<file path="src/hdl/tabulation_hash_32_assert.svh">
// Assertion macros shared by the block.
`ifndef TABULATION_HASH_32_ASSERT_SVH
`define TABULATION_HASH_32_ASSERT_SVH

`define TH_ASSERT_IMPL(label, clk, rst_n, ante, cons, msg) \
    label: assert property (@(posedge clk) disable iff (!rst_n) (ante) |-> (cons)) \
        else $error(msg);

`define TH_ASSERT_NEXT(label, clk, rst_n, ante, cons, msg) \
    label: assert property (@(posedge clk) disable iff (!rst_n) (ante) |=> (cons)) \
        else $error(msg);

`endif

</file>
<file path="src/hdl/th32_pkg.sv">
package th32_pkg;

    localparam int BLOCK_WORDS = 256;
    localparam int SLOT_W = $clog2(BLOCK_WORDS);
    localparam int POS_W = 30;
    localparam int TAB_DEPTH = 1024;
    localparam int TAB_AW = 10;

    localparam logic [1:0] MODE_LOAD_MUL = 2'd0;
    localparam logic [1:0] MODE_LOAD_TAB = 2'd1;
    localparam logic [1:0] MODE_START = 2'd2;
    localparam logic [1:0] MODE_DATA = 2'd3;

    localparam logic [1:0] REG_SEED = 2'd0;
    localparam logic [1:0] REG_COMBINE = 2'd1;
    localparam logic [1:0] REG_TAIL = 2'd2;
    localparam logic [1:0] REG_ENDIAN = 2'd3;

    typedef enum logic [3:0] {
        ST_IDLE,
        ST_MUL_RD,
        ST_MUL_LO,
        ST_MUL_HI,
        ST_APPLY,
        ST_FOLD_MUL,
        ST_FOLD_ADD,
        ST_TAIL_LO,
        ST_TAIL,
        ST_FIN,
        ST_OUT
    } state_t;

    typedef struct packed {
        logic       load_item;
        logic       mul_rd;
        logic       mul_lo;
        logic       mul_hi;
        logic       apply;
        logic       fold_mul;
        logic       fold_add;
        logic       tail_lo;
        logic       tail;
        logic       fin_rd;
        logic [1:0] lane;
        logic       fin_acc;
        logic       out_load;
    } cmd_t;

    typedef struct packed {
        logic in_block;
        logic block_end;
    } status_t;

    function automatic logic [31:0] swap32(input logic [31:0] v);
        swap32 = {v[7:0], v[15:8], v[23:16], v[31:24]};
    endfunction

endpackage

</file>
<file path="src/hdl/th32_ctrl.sv">
`include "tabulation_hash_32_assert.svh"

module th32_ctrl (
    input  logic                clk,
    input  logic                rst_n,
    input  logic                in_valid,
    input  logic [1:0]          mode,
    input  logic [2:0]          byte_count,
    input  logic                last_word,
    input  logic [31:0]         message_length,
    input  logic                out_ready,
    input  th32_pkg::status_t   status,
    output logic                in_ready,
    output logic                out_valid,
    output th32_pkg::cmd_t      cmd
);
    th32_pkg::state_t state_reg, state_next;
    logic last_reg, last_next;
    logic [1:0] lane_reg, lane_next;
    logic out_valid_reg, out_valid_next;
    logic accept;
    logic out_hold;

    assign in_ready = (state_reg == th32_pkg::ST_IDLE);
    assign accept = in_valid && in_ready;
    assign out_valid = out_valid_reg;
    assign out_hold = out_valid_reg && !out_ready;

    always_ff @(posedge clk or negedge rst_n)
    begin
        if (!rst_n)
        begin
            state_reg <= th32_pkg::ST_IDLE;
            last_reg <= 1'b0;
            lane_reg <= 2'd0;
            out_valid_reg <= 1'b0;
        end
        else
        begin
            state_reg <= state_next;
            last_reg <= last_next;
            lane_reg <= lane_next;
            out_valid_reg <= out_valid_next;
        end
    end

    always_comb
    begin
        state_next = state_reg;
        last_next = last_reg;
        lane_next = lane_reg;
        case (state_reg)
            th32_pkg::ST_IDLE:
            begin
                lane_next = 2'd0;
                if (accept)
                begin
                    if (mode == th32_pkg::MODE_START)
                    begin
                        if (message_length == 32'd0)
                        begin
                            state_next = th32_pkg::ST_FIN;
                        end
                    end
                    else if (mode == th32_pkg::MODE_DATA)
                    begin
                        last_next = last_word;
                        if (byte_count >= 3'd4)
                        begin
                            state_next = th32_pkg::ST_MUL_RD;
                        end
                        else if (byte_count != 3'd0)
                        begin
                            state_next = th32_pkg::ST_TAIL_LO;
                        end
                        else if (last_word)
                        begin
                            state_next = th32_pkg::ST_FIN;
                        end
                    end
                end
            end
            th32_pkg::ST_MUL_RD: state_next = th32_pkg::ST_MUL_LO;
            th32_pkg::ST_MUL_LO: state_next = th32_pkg::ST_MUL_HI;
            th32_pkg::ST_MUL_HI: state_next = th32_pkg::ST_APPLY;
            th32_pkg::ST_APPLY:
            begin
                if (status.in_block && status.block_end)
                begin
                    state_next = th32_pkg::ST_FOLD_MUL;
                end
                else
                begin
                    state_next = last_reg ? th32_pkg::ST_FIN : th32_pkg::ST_IDLE;
                end
            end
            th32_pkg::ST_FOLD_MUL: state_next = th32_pkg::ST_FOLD_ADD;
            th32_pkg::ST_TAIL_LO: state_next = th32_pkg::ST_TAIL;
            th32_pkg::ST_FOLD_ADD,
            th32_pkg::ST_TAIL:
            begin
                state_next = last_reg ? th32_pkg::ST_FIN : th32_pkg::ST_IDLE;
            end
            th32_pkg::ST_FIN:
            begin
                lane_next = lane_reg + 2'd1;
                if (lane_reg == 2'd3)
                begin
                    state_next = th32_pkg::ST_OUT;
                end
            end
            th32_pkg::ST_OUT:
            begin
                if (!out_hold)
                begin
                    state_next = th32_pkg::ST_IDLE;
                end
            end
            default: state_next = th32_pkg::ST_IDLE;
        endcase
    end

    always_comb
    begin
        out_valid_next = out_valid_reg;
        if (out_valid_reg && out_ready)
        begin
            out_valid_next = 1'b0;
        end
        if (state_reg == th32_pkg::ST_OUT && !out_hold)
        begin
            out_valid_next = 1'b1;
        end
    end

    always_comb
    begin
        cmd = '0;
        cmd.load_item = accept;
        cmd.lane = lane_reg;
        case (state_reg)
            th32_pkg::ST_MUL_RD: cmd.mul_rd = 1'b1;
            th32_pkg::ST_MUL_LO: cmd.mul_lo = 1'b1;
            th32_pkg::ST_MUL_HI: cmd.mul_hi = 1'b1;
            th32_pkg::ST_APPLY: cmd.apply = 1'b1;
            th32_pkg::ST_FOLD_MUL: cmd.fold_mul = 1'b1;
            th32_pkg::ST_FOLD_ADD: cmd.fold_add = 1'b1;
            th32_pkg::ST_TAIL_LO: cmd.tail_lo = 1'b1;
            th32_pkg::ST_TAIL: cmd.tail = 1'b1;
            th32_pkg::ST_FIN:
            begin
                cmd.fin_rd = 1'b1;
                cmd.fin_acc = (lane_reg != 2'd0);
            end
            th32_pkg::ST_OUT:
            begin
                cmd.out_load = !out_hold;
            end
            default: cmd = cmd;
        endcase
    end

    `TH_ASSERT_IMPL(a_ready_idle, clk, rst_n, in_ready, state_reg == th32_pkg::ST_IDLE,
        "ready outside idle")
    `TH_ASSERT_NEXT(a_out_sets, clk, rst_n, state_reg == th32_pkg::ST_OUT && cmd.out_load,
        out_valid_reg, "result not raised")
    `TH_ASSERT_NEXT(a_fin_lane, clk, rst_n,
        state_reg == th32_pkg::ST_FIN && lane_reg == 2'd3, state_reg == th32_pkg::ST_OUT,
        "lookup sequence broken")
endmodule

</file>
<file path="config.mk">
export PLATFORM = sky130hd
export DESIGN_NAME = th32_ctrl
export DESIGN_NICKNAME = d
export VERILOG_FILES = /design/src/hdl/th32_pkg.sv /design/src/hdl/th32_ctrl.sv
export VERILOG_INCLUDE_DIRS = /design/src /design/src/hdl
export SDC_FILE = /design/constraint.sdc
export NUM_CORES = 1
export LEC_CHECK = 0
export BUFFER_PORTS_ARGS = -buffer_cell sky130_fd_sc_hd__buf_4
export CORE_MARGIN = 2
export CORE_UTILIZATION = 40
export DETAILED_ROUTE_END_ITERATION = 8
export PLACE_DENSITY = 0.83
export SLEW_MARGIN = 30
export SYNTH_ARGS = -nofsm -noshare
export SYNTH_HDL_FRONTEND = slang
export SYNTH_SLANG_ARGS = --single-unit
</file>
<file path="constraint.sdc">
create_clock -name clk -period 4.7 [get_ports clk]
set_clock_uncertainty 0.1 [all_clocks]
set_input_delay 0.47 -clock clk [delete_from_list [all_inputs] [get_ports clk]]
set_output_delay 0.47 -clock clk [all_outputs]
set_load 0.03 [all_outputs]
</file>
==> impl_metrics.py, run 1 <==
metrics = {
    "run_status": {
        "status": "completed",
    },
    "synthesis": {
        "syn_area_um2": 716,
        "synth_edf_count": 0,
        "synthAdderAreaFrac_pct": 3.50,
        "avgSynthCellArea_um2": 7.86,
        "synth_area_leaders": "dfrtp_1 28%, nor4_1 7.9%, nor3_1 4.9%",
        "synthDistinctLibCells": 37,
        "ys_seq_area_share_pct": 28.0,
        "yosysTopAreaCell": "dfrtp_1",
        "synth_xor_area_share_pct": 0,
        "ys_ff_latch": 8,
        "synth_fp_nets": 137,
        "synth_ff_type": "dfrtp_1",
        "ys.warnings.count": 0,
        "synth_compound_area_share_pct": 19.1,
        "synth_cells": 91,
        "synthMuxAreaShare_pct": 2.10,
        "yosysTopAreaCellShare_pct": 28.0,
        "synth-simple-area-share_pct": 39.5,
        "synth_top_family_by_area": "simple AND/OR/NAND/NOR gates",
        "async_flop_share_pct": 100,
    },
    "floorplan": {
        "dieHeight_um": 46.3,
        "core_area_um2": 1710,
        "die_area_um2": 2140,
        "ios": 60,
        "initial_core_util_pct": 41.9,
        "rows": 15,
        "die_w_um": 46.3,
    },
    "sta": {
        "setup_viol": 0,
        "fin_crit_sh_pct": 49.5,
        "worst_pin_slew_ns": 0.360,
        "max_freq_mhz": 430,
        "period_needed_ns": 2.33,
        "setup-tns-final_ns": 0,
        "setup_ws_ns": 2.37,
        "hold_violations": 0,
        "slew_viol_final": 0,
        "holdWs_ns": 0.356,
        "relSlewSlack_pct": 75.3,
        "rsz0062_at_grt": "false",
    },
    "route": {
        "top_layer_used": "met4",
        "first_pass_iters": 4,
        "drcViolationCount": 0,
        "wl_met1_um": 829,
        "wl_per_cell_um": 12.0,
        "drtIter0Drc": 15,
        "dr_wl_met3_um": 171,
        "routed-via-count": 911,
        "wl_met2_um": 1020,
        "antenna_left": 0,
        "finalWirelength_um": 2070,
        "via_per_inst": 5.27,
    },
    "grt": {
        "grt_pass1_wl_um": 3370,
        "first_global_vias": 832,
        "grt_antenna_before_repair": 0,
        "grt_max_degree": 14,
        "overflow": 0,
        "grt_usage_pct": 22.0,
    },
    "finish": {
        "final_cell_count_no_fill": 173,
        "num-nets-final": 196,
        "largest_reg_flops": 4,
        "final_util_pct": 69.5,
        "multiInputGateArea_um2": 459,
        "layout_commonest_cell": "buf_4",
        "fill_cells": 161,
        "layout_common_cells": "59 x buf_4, 9 x nor2_1, 9 x nor4_1",
        "antenna_cells": 0,
        "drive_gt1_share_pct": 48.0,
        "area_growth_pct": 65.7,
        "fin_area_um2": 1190,
        "ff_latch_area_um2": 200,
    },
    "cts": {
        "cts_root_buf": "clkbuf_4",
        "clock_latency_ns": 0.26,
        "numCtsBuffers": 3,
        "cts_tree": "yes",
        "max-clock-path-buffers": 2,
        "clk_pin_slew_worst_paths_ns": 0.05,
        "clock-sinks": 8,
        "htree_levels": 1,
    },
    "setup_path": {
        "cp.arrival_ns": 1.76,
        "path_cells": "or4_4 -> clkinv_2 -> and2_4 -> buf_4",
        "required_ns": 4.13,
        "cp_max_fo": 13,
        "max_stage_delay_ns": 0.61,
        "cpMaxStageDelayCell": "or4_4",
        "cp-start-kind": "flop",
        "worst_setup_path_end_kind": "primary output",
        "critPathKind": "flop to primary output",
    },
    "flow_run": {
        "cap_viol_max_count": 0,
    },
    "placement": {
        "place_area_um2": 1150,
        "place.gp.congestion": 0.833,
        "dp.cells": 169,
        "place_ws_ns": 2.65,
        "place_hpwl_um": 1770,
        "port_buffers": 59,
    },
    "power": {
        "vdd_drop_max_v": 0.000213,
        "power_density_nw_per_um2": 444,
        "p_leak_nw": 0.573,
        "power_mw": 0.527,
    },
    "hold_path": {
        "hp-class": "input port to flop",
    },
}
[logic make-up after synthesis]
| logic type | count (synthesis) |
|---|---|
| buf+inv | 11 |
| fa+ha+maj | 2 |
| compound gates | 19 |
| flops | 8 |
| simple gates | 50 |
| mux | 1 |
[path summary, 6_finish.rpt]
check | startpoint | endpoint | slack (ns) | cells after the start
worst max-delay path | state_reg[2]$_DFFE_PN0P_ | cmd[13] | 2.37 | 4
worst min-delay path | last_word | last_reg$_DFFE_PN0P_ | 0.36 | 2
worst max register to register | state_reg[2]$_DFFE_PN0P_ | last_reg$_DFFE_PN0P_ | 2.76 | 5
worst min register to register | lane_reg[0]$_DFFE_PN0P_ | lane_reg[0]$_DFFE_PN0P_ | 0.43 | 1
max in group asynchronous | rst_n | last_reg$_DFFE_PN0P_ | 3.91 | 2
min in group asynchronous | rst_n | out_valid$_DFFE_PN0P_ | 0.46 | 2
[cells in the mapped netlist, types with 3 or more instances]
cell type	number
nor3_1	7
buf_4	3
nor4_1	9
nand2_1	6
nor2_1	9
nand4_1	3
dfrtp_1	8
nand2b_1	5
o21ai_1	3
inv_1	3
[layout make-up]
cell class / instances / share of cell area [%]
inverter: 5 / 1.69
sequential: 8 / 16.9
clock buffer: 3 / 1.90
multi-input combinational: 72 / 38.7
tap: 25 / 2.64
timing repair buffer: 60 / 38.2
[routing by layer]
| metal | up-vias | GRT usage, % |
|---|---|---|
| met5 | - | 0 |
| met4 | 0 | 12.0 |
| met3 | 5 | 4.71 |
| met2 | 51 | 36.7 |
| met1 | 400 | 25.8 |
| li1 | 455 | - |
[power breakdown]
part	switching (mW)	internal [mW]	total (mW)	leakage (nW)
clock	0.0250	0.0293	0.0543	0.0138
sequential	0.0534	0.0935	0.147	0.105
combinational	0.177	0.149	0.326	0.454
total	0.256	0.272	0.527	0.573
[worst max-delay path: cells and delay by family (launching register included)]
family | cells | cell delay, ns
buffers and inverters | 2 | 0.25
and+or+nand+nor | 2 | 0.76
DFF | 1 | 0.49
[timing repair]
action / 4_1_cts / 5_1_grt
hold buffers: 1 / 0
hold endpoints to repair: 8 / 0
resized for setup: 0 / 0
setup buffers: 0 / 0
Power figures use the tool's default switching activity.
==> run 2: changes to the inputs <==
Settings changed: ABC_AREA set to 1, PLACE_DENSITY 0.83 to 0.79.
Clock period 4.7 ns to 2.2 ns, I/O delays scaled along.
==> run 2 against run 1 <==
Net effect:
- global-route usage shrank 2.1 points
- clock power grew 100%
- worst setup slack lost 1.8 ns
- via count grew 15%
- critical endpoint is now cmd[0]
- highest routed layer is now met3
- critical path type unchanged
- critical path depth grew 2
- register-to-register slack lost 1.9 ns
- core utilization shrank 2.2 points
==> impl_metrics.py, run 2 <==
metrics = {
    "cts": {
        "clk_pin_slew_worst_paths_ns": 0.06,
        "clock_latency_ns": 0.25,
        "cts_hold_buf": 1,
        "htree_levels": 1,
        "post-cts-setup-buffers": 0,
        "cts_root_buf": "clkbuf_4",
        "clock-sinks": 8,
        "postCtsResizedCells": 0,
        "max-clock-path-buffers": 2,
        "cts_tree": "yes",
        "numCtsBuffers": 3,
    },
    "sta": {
        "max_freq_mhz": 605,
        "rsz0062_at_grt": "false",
        "period_needed_ns": 1.65,
        "setup-tns-final_ns": 0,
        "slew_viol_final": 0,
        "hold_violations": 0,
        "relSlewSlack_pct": 82.3,
        "setup_viol": 0,
        "worst_pin_slew_ns": 0.264,
        "fin_crit_sh_pct": 75.1,
    },
    "grt": {
        "first_global_vias": 1015,
        "grt_max_degree": 9,
        "grt_antenna_before_repair": 0,
        "grt_pass1_wl_um": 3890,
        "overflow": 0,
        "grt_usage_pct": 19.8,
    },
    "setup_path": {
        "required_ns": 1.88,
        "cp_max_fo": 6,
        "worst_setup_path_end_kind": "primary output",
        "cp-start-kind": "flop",
        "cp.arrival_ns": 1.33,
        "critPathKind": "flop to primary output",
    },
    "synthesis": {
        "ys_seq_area_share_pct": 24.3,
        "yosysTopAreaCell": "dfrtp_1",
        "synth_area_leaders": "dfrtp_1 24%, nor2_1 17%, nand2_1 14%",
        "avgSynthCellArea_um2": 5.89,
        "synthDistinctLibCells": 19,
        "synthTopCellsByCount": "38 x nor2_1, 31 x nand2_1, 23 x inv_1",
        "synth_edf_count": 0,
        "synth_fp_nets": 186,
        "synth_ff_type": "dfrtp_1",
        "ys_ff_latch": 8,
        "async_flop_share_pct": 100,
        "yosysMostFrequentCell": "nor2_1",
        "synth_cells": 140,
        "syn_area_um2": 825,
        "yosysTopAreaCellShare_pct": 24.3,
        "ys.warnings.count": 0,
    },
    "floorplan": {
        "dieHeight_um": 49.4,
        "rows": 16,
        "die_area_um2": 2440,
        "core_area_um2": 1960,
        "initial_core_util_pct": 42.0,
        "die_w_um": 49.4,
        "ios": 60,
    },
    "route": {
        "routed-via-count": 1051,
        "wl_per_cell_um": 9.40,
        "antenna_left": 0,
        "drcViolationCount": 0,
        "drtIter0Drc": 12,
        "finalWirelength_um": 2140,
        "via_per_inst": 4.61,
        "first_pass_iters": 4,
    },
    "power": {
        "vdd_drop_max_v": 0.000377,
        "p_int_mw": 0.538,
        "p_seq_share_pct": 22.6,
        "power.switching_mw": 0.564,
        "p_leak_nw": 0.771,
        "power_density_nw_per_um2": 836,
        "switching_share_pct": 51.2,
        "power_frac_comb_pct": 67.4,
        "p_clk_share_pct": 10.0,
    },
    "finish": {
        "area_growth_pct": 59.9,
        "final_util_pct": 67.2,
        "drive_gt1_share_pct": 39.8,
        "fill_cells": 197,
        "num-nets-final": 249,
        "antenna_cells": 0,
        "largest_reg_flops": 4,
        "layout_common_cells": "59 x buf_4, 38 x nor2_1, 31 x nand2_1",
        "layout_commonest_cell": "buf_4",
    },
    "hold_path": {
        "hp-class": "input port to flop",
    },
    "placement": {
        "place.gp.congestion": 0.850,
        "port_buffers": 59,
        "place_hpwl_um": 1920,
    },
    "run_status": {
        "status": "completed",
    },
    "flow_run": {
        "cap_viol_max_count": 0,
    },
}
[run 2: cell types whose count changed after synthesis, moves of 3 or more]
| cell | previous run | this run |
|---|---|---|
| inv_1 | 3 | 23 |
| nand2_1 | 6 | 31 |
| nand2_2 | 0 | 6 |
| nand2b_1 | 5 | 0 |
| nand3_1 | 2 | 9 |
| nor2_1 | 9 | 38 |
| nor2_2 | 0 | 5 |
| nor3_1 | 7 | 1 |
| nor4_1 | 9 | 0 |
| o21ai_0 | 0 | 6 |
| o21ai_1 | 3 | 0 |
[run 2: power groups by stage]
stage | registers [mW] | clock network (mW) | logic, mW
after detailed placement | 0.251 | 0 | 0.747
after global placement | 0.249 | 0 | 0.734
after global routing | 0.258 | 0.123 | 0.824
final | 0.250 | 0.110 | 0.743
after floorplan | 0.262 | 0 | 0.499
after CTS | 0.248 | 0.112 | 0.751
[run 2: logic make-up (layout without fill, tap and decap cells)]
kind of cell               after synthesis  count (layout)  synth area share (%)
and+or+nand+nor                         96              96                  52.8
adders and majority gates                2               2                  3.03
DFF                                      8               8                  24.3
buffers and inverters                   26              87                  13.0
AOI/OAI and AO/OA                        8               8                  6.83
[run 2: path summary, 6_finish.rpt]
kind                                     startpoint                  endpoint  slack (ns)  cells past startpoint
setup / recovery           state_reg[2]$_DFFE_PN0P_                    cmd[0]        0.55                      6
max in group asynchronous                     rst_n     out_valid$_DFFE_PN0P_        1.63                      2
min in group asynchronous                     rst_n      last_reg$_DFFE_PN0P_        0.24                      2
setup reg to reg           state_reg[2]$_DFFE_PN0P_  state_reg[1]$_DFFE_PN0P_        0.81                      6
hold / removal                            out_ready     out_valid$_DFFE_PN0P_        0.08                      2
hold reg to reg             lane_reg[0]$_DFFE_PN0P_   lane_reg[0]$_DFFE_PN0P_        0.45                      1
[run 2: area by class of cell]
class,count,area [µm²],share of cell area (%)
Multi-Input combinational cell,106,517,39.2
Timing Repair Buffer,60,453,34.3
Tap cell,27,33.8,2.56
Sequential cell,8,200,15.2
Clock buffer,3,22.5,1.71
Inverter,24,92.6,7.02
[run 2: critical path, stage by stage (launching register included)]
cell	delay [ns]
dfrtp_1	0.43
inv_1	0.09
nand2_2	0.07
nor2_2	0.17
inv_1	0.07
nor2_1	0.09
buf_4	0.16
[run 2: layer usage]
| metal | track usage (%) | vias up | part of all wire [%] |
|---|---|---|---|
| met2 | 38.7 | 63 | 51 |
| met4 | 4.17 | 0 | 0 |
| li1 | - | 547 | - |
| met3 | 1.23 | 0 | 8.7 |
| met5 | 0 | - | 0 |
| met1 | 23.4 | 441 | 41 |
[run 2: through the flow]
step           instances  setup WS (ns)  power (mW)  hold slack, ns  cell area, µm²
5_1_grt              228          0.384        1.20          0.0869            1320
2_1_floorplan        140          0.627       0.761          -0.176             825
6_report             228          0.547        1.10          0.0800            1320
3_3_place_gp         224          0.803       0.983         -0.0549            1290
4_1_cts              228          0.538        1.11          0.0751            1320
3_5_place_dp         224          0.800       0.998         -0.0543            1290
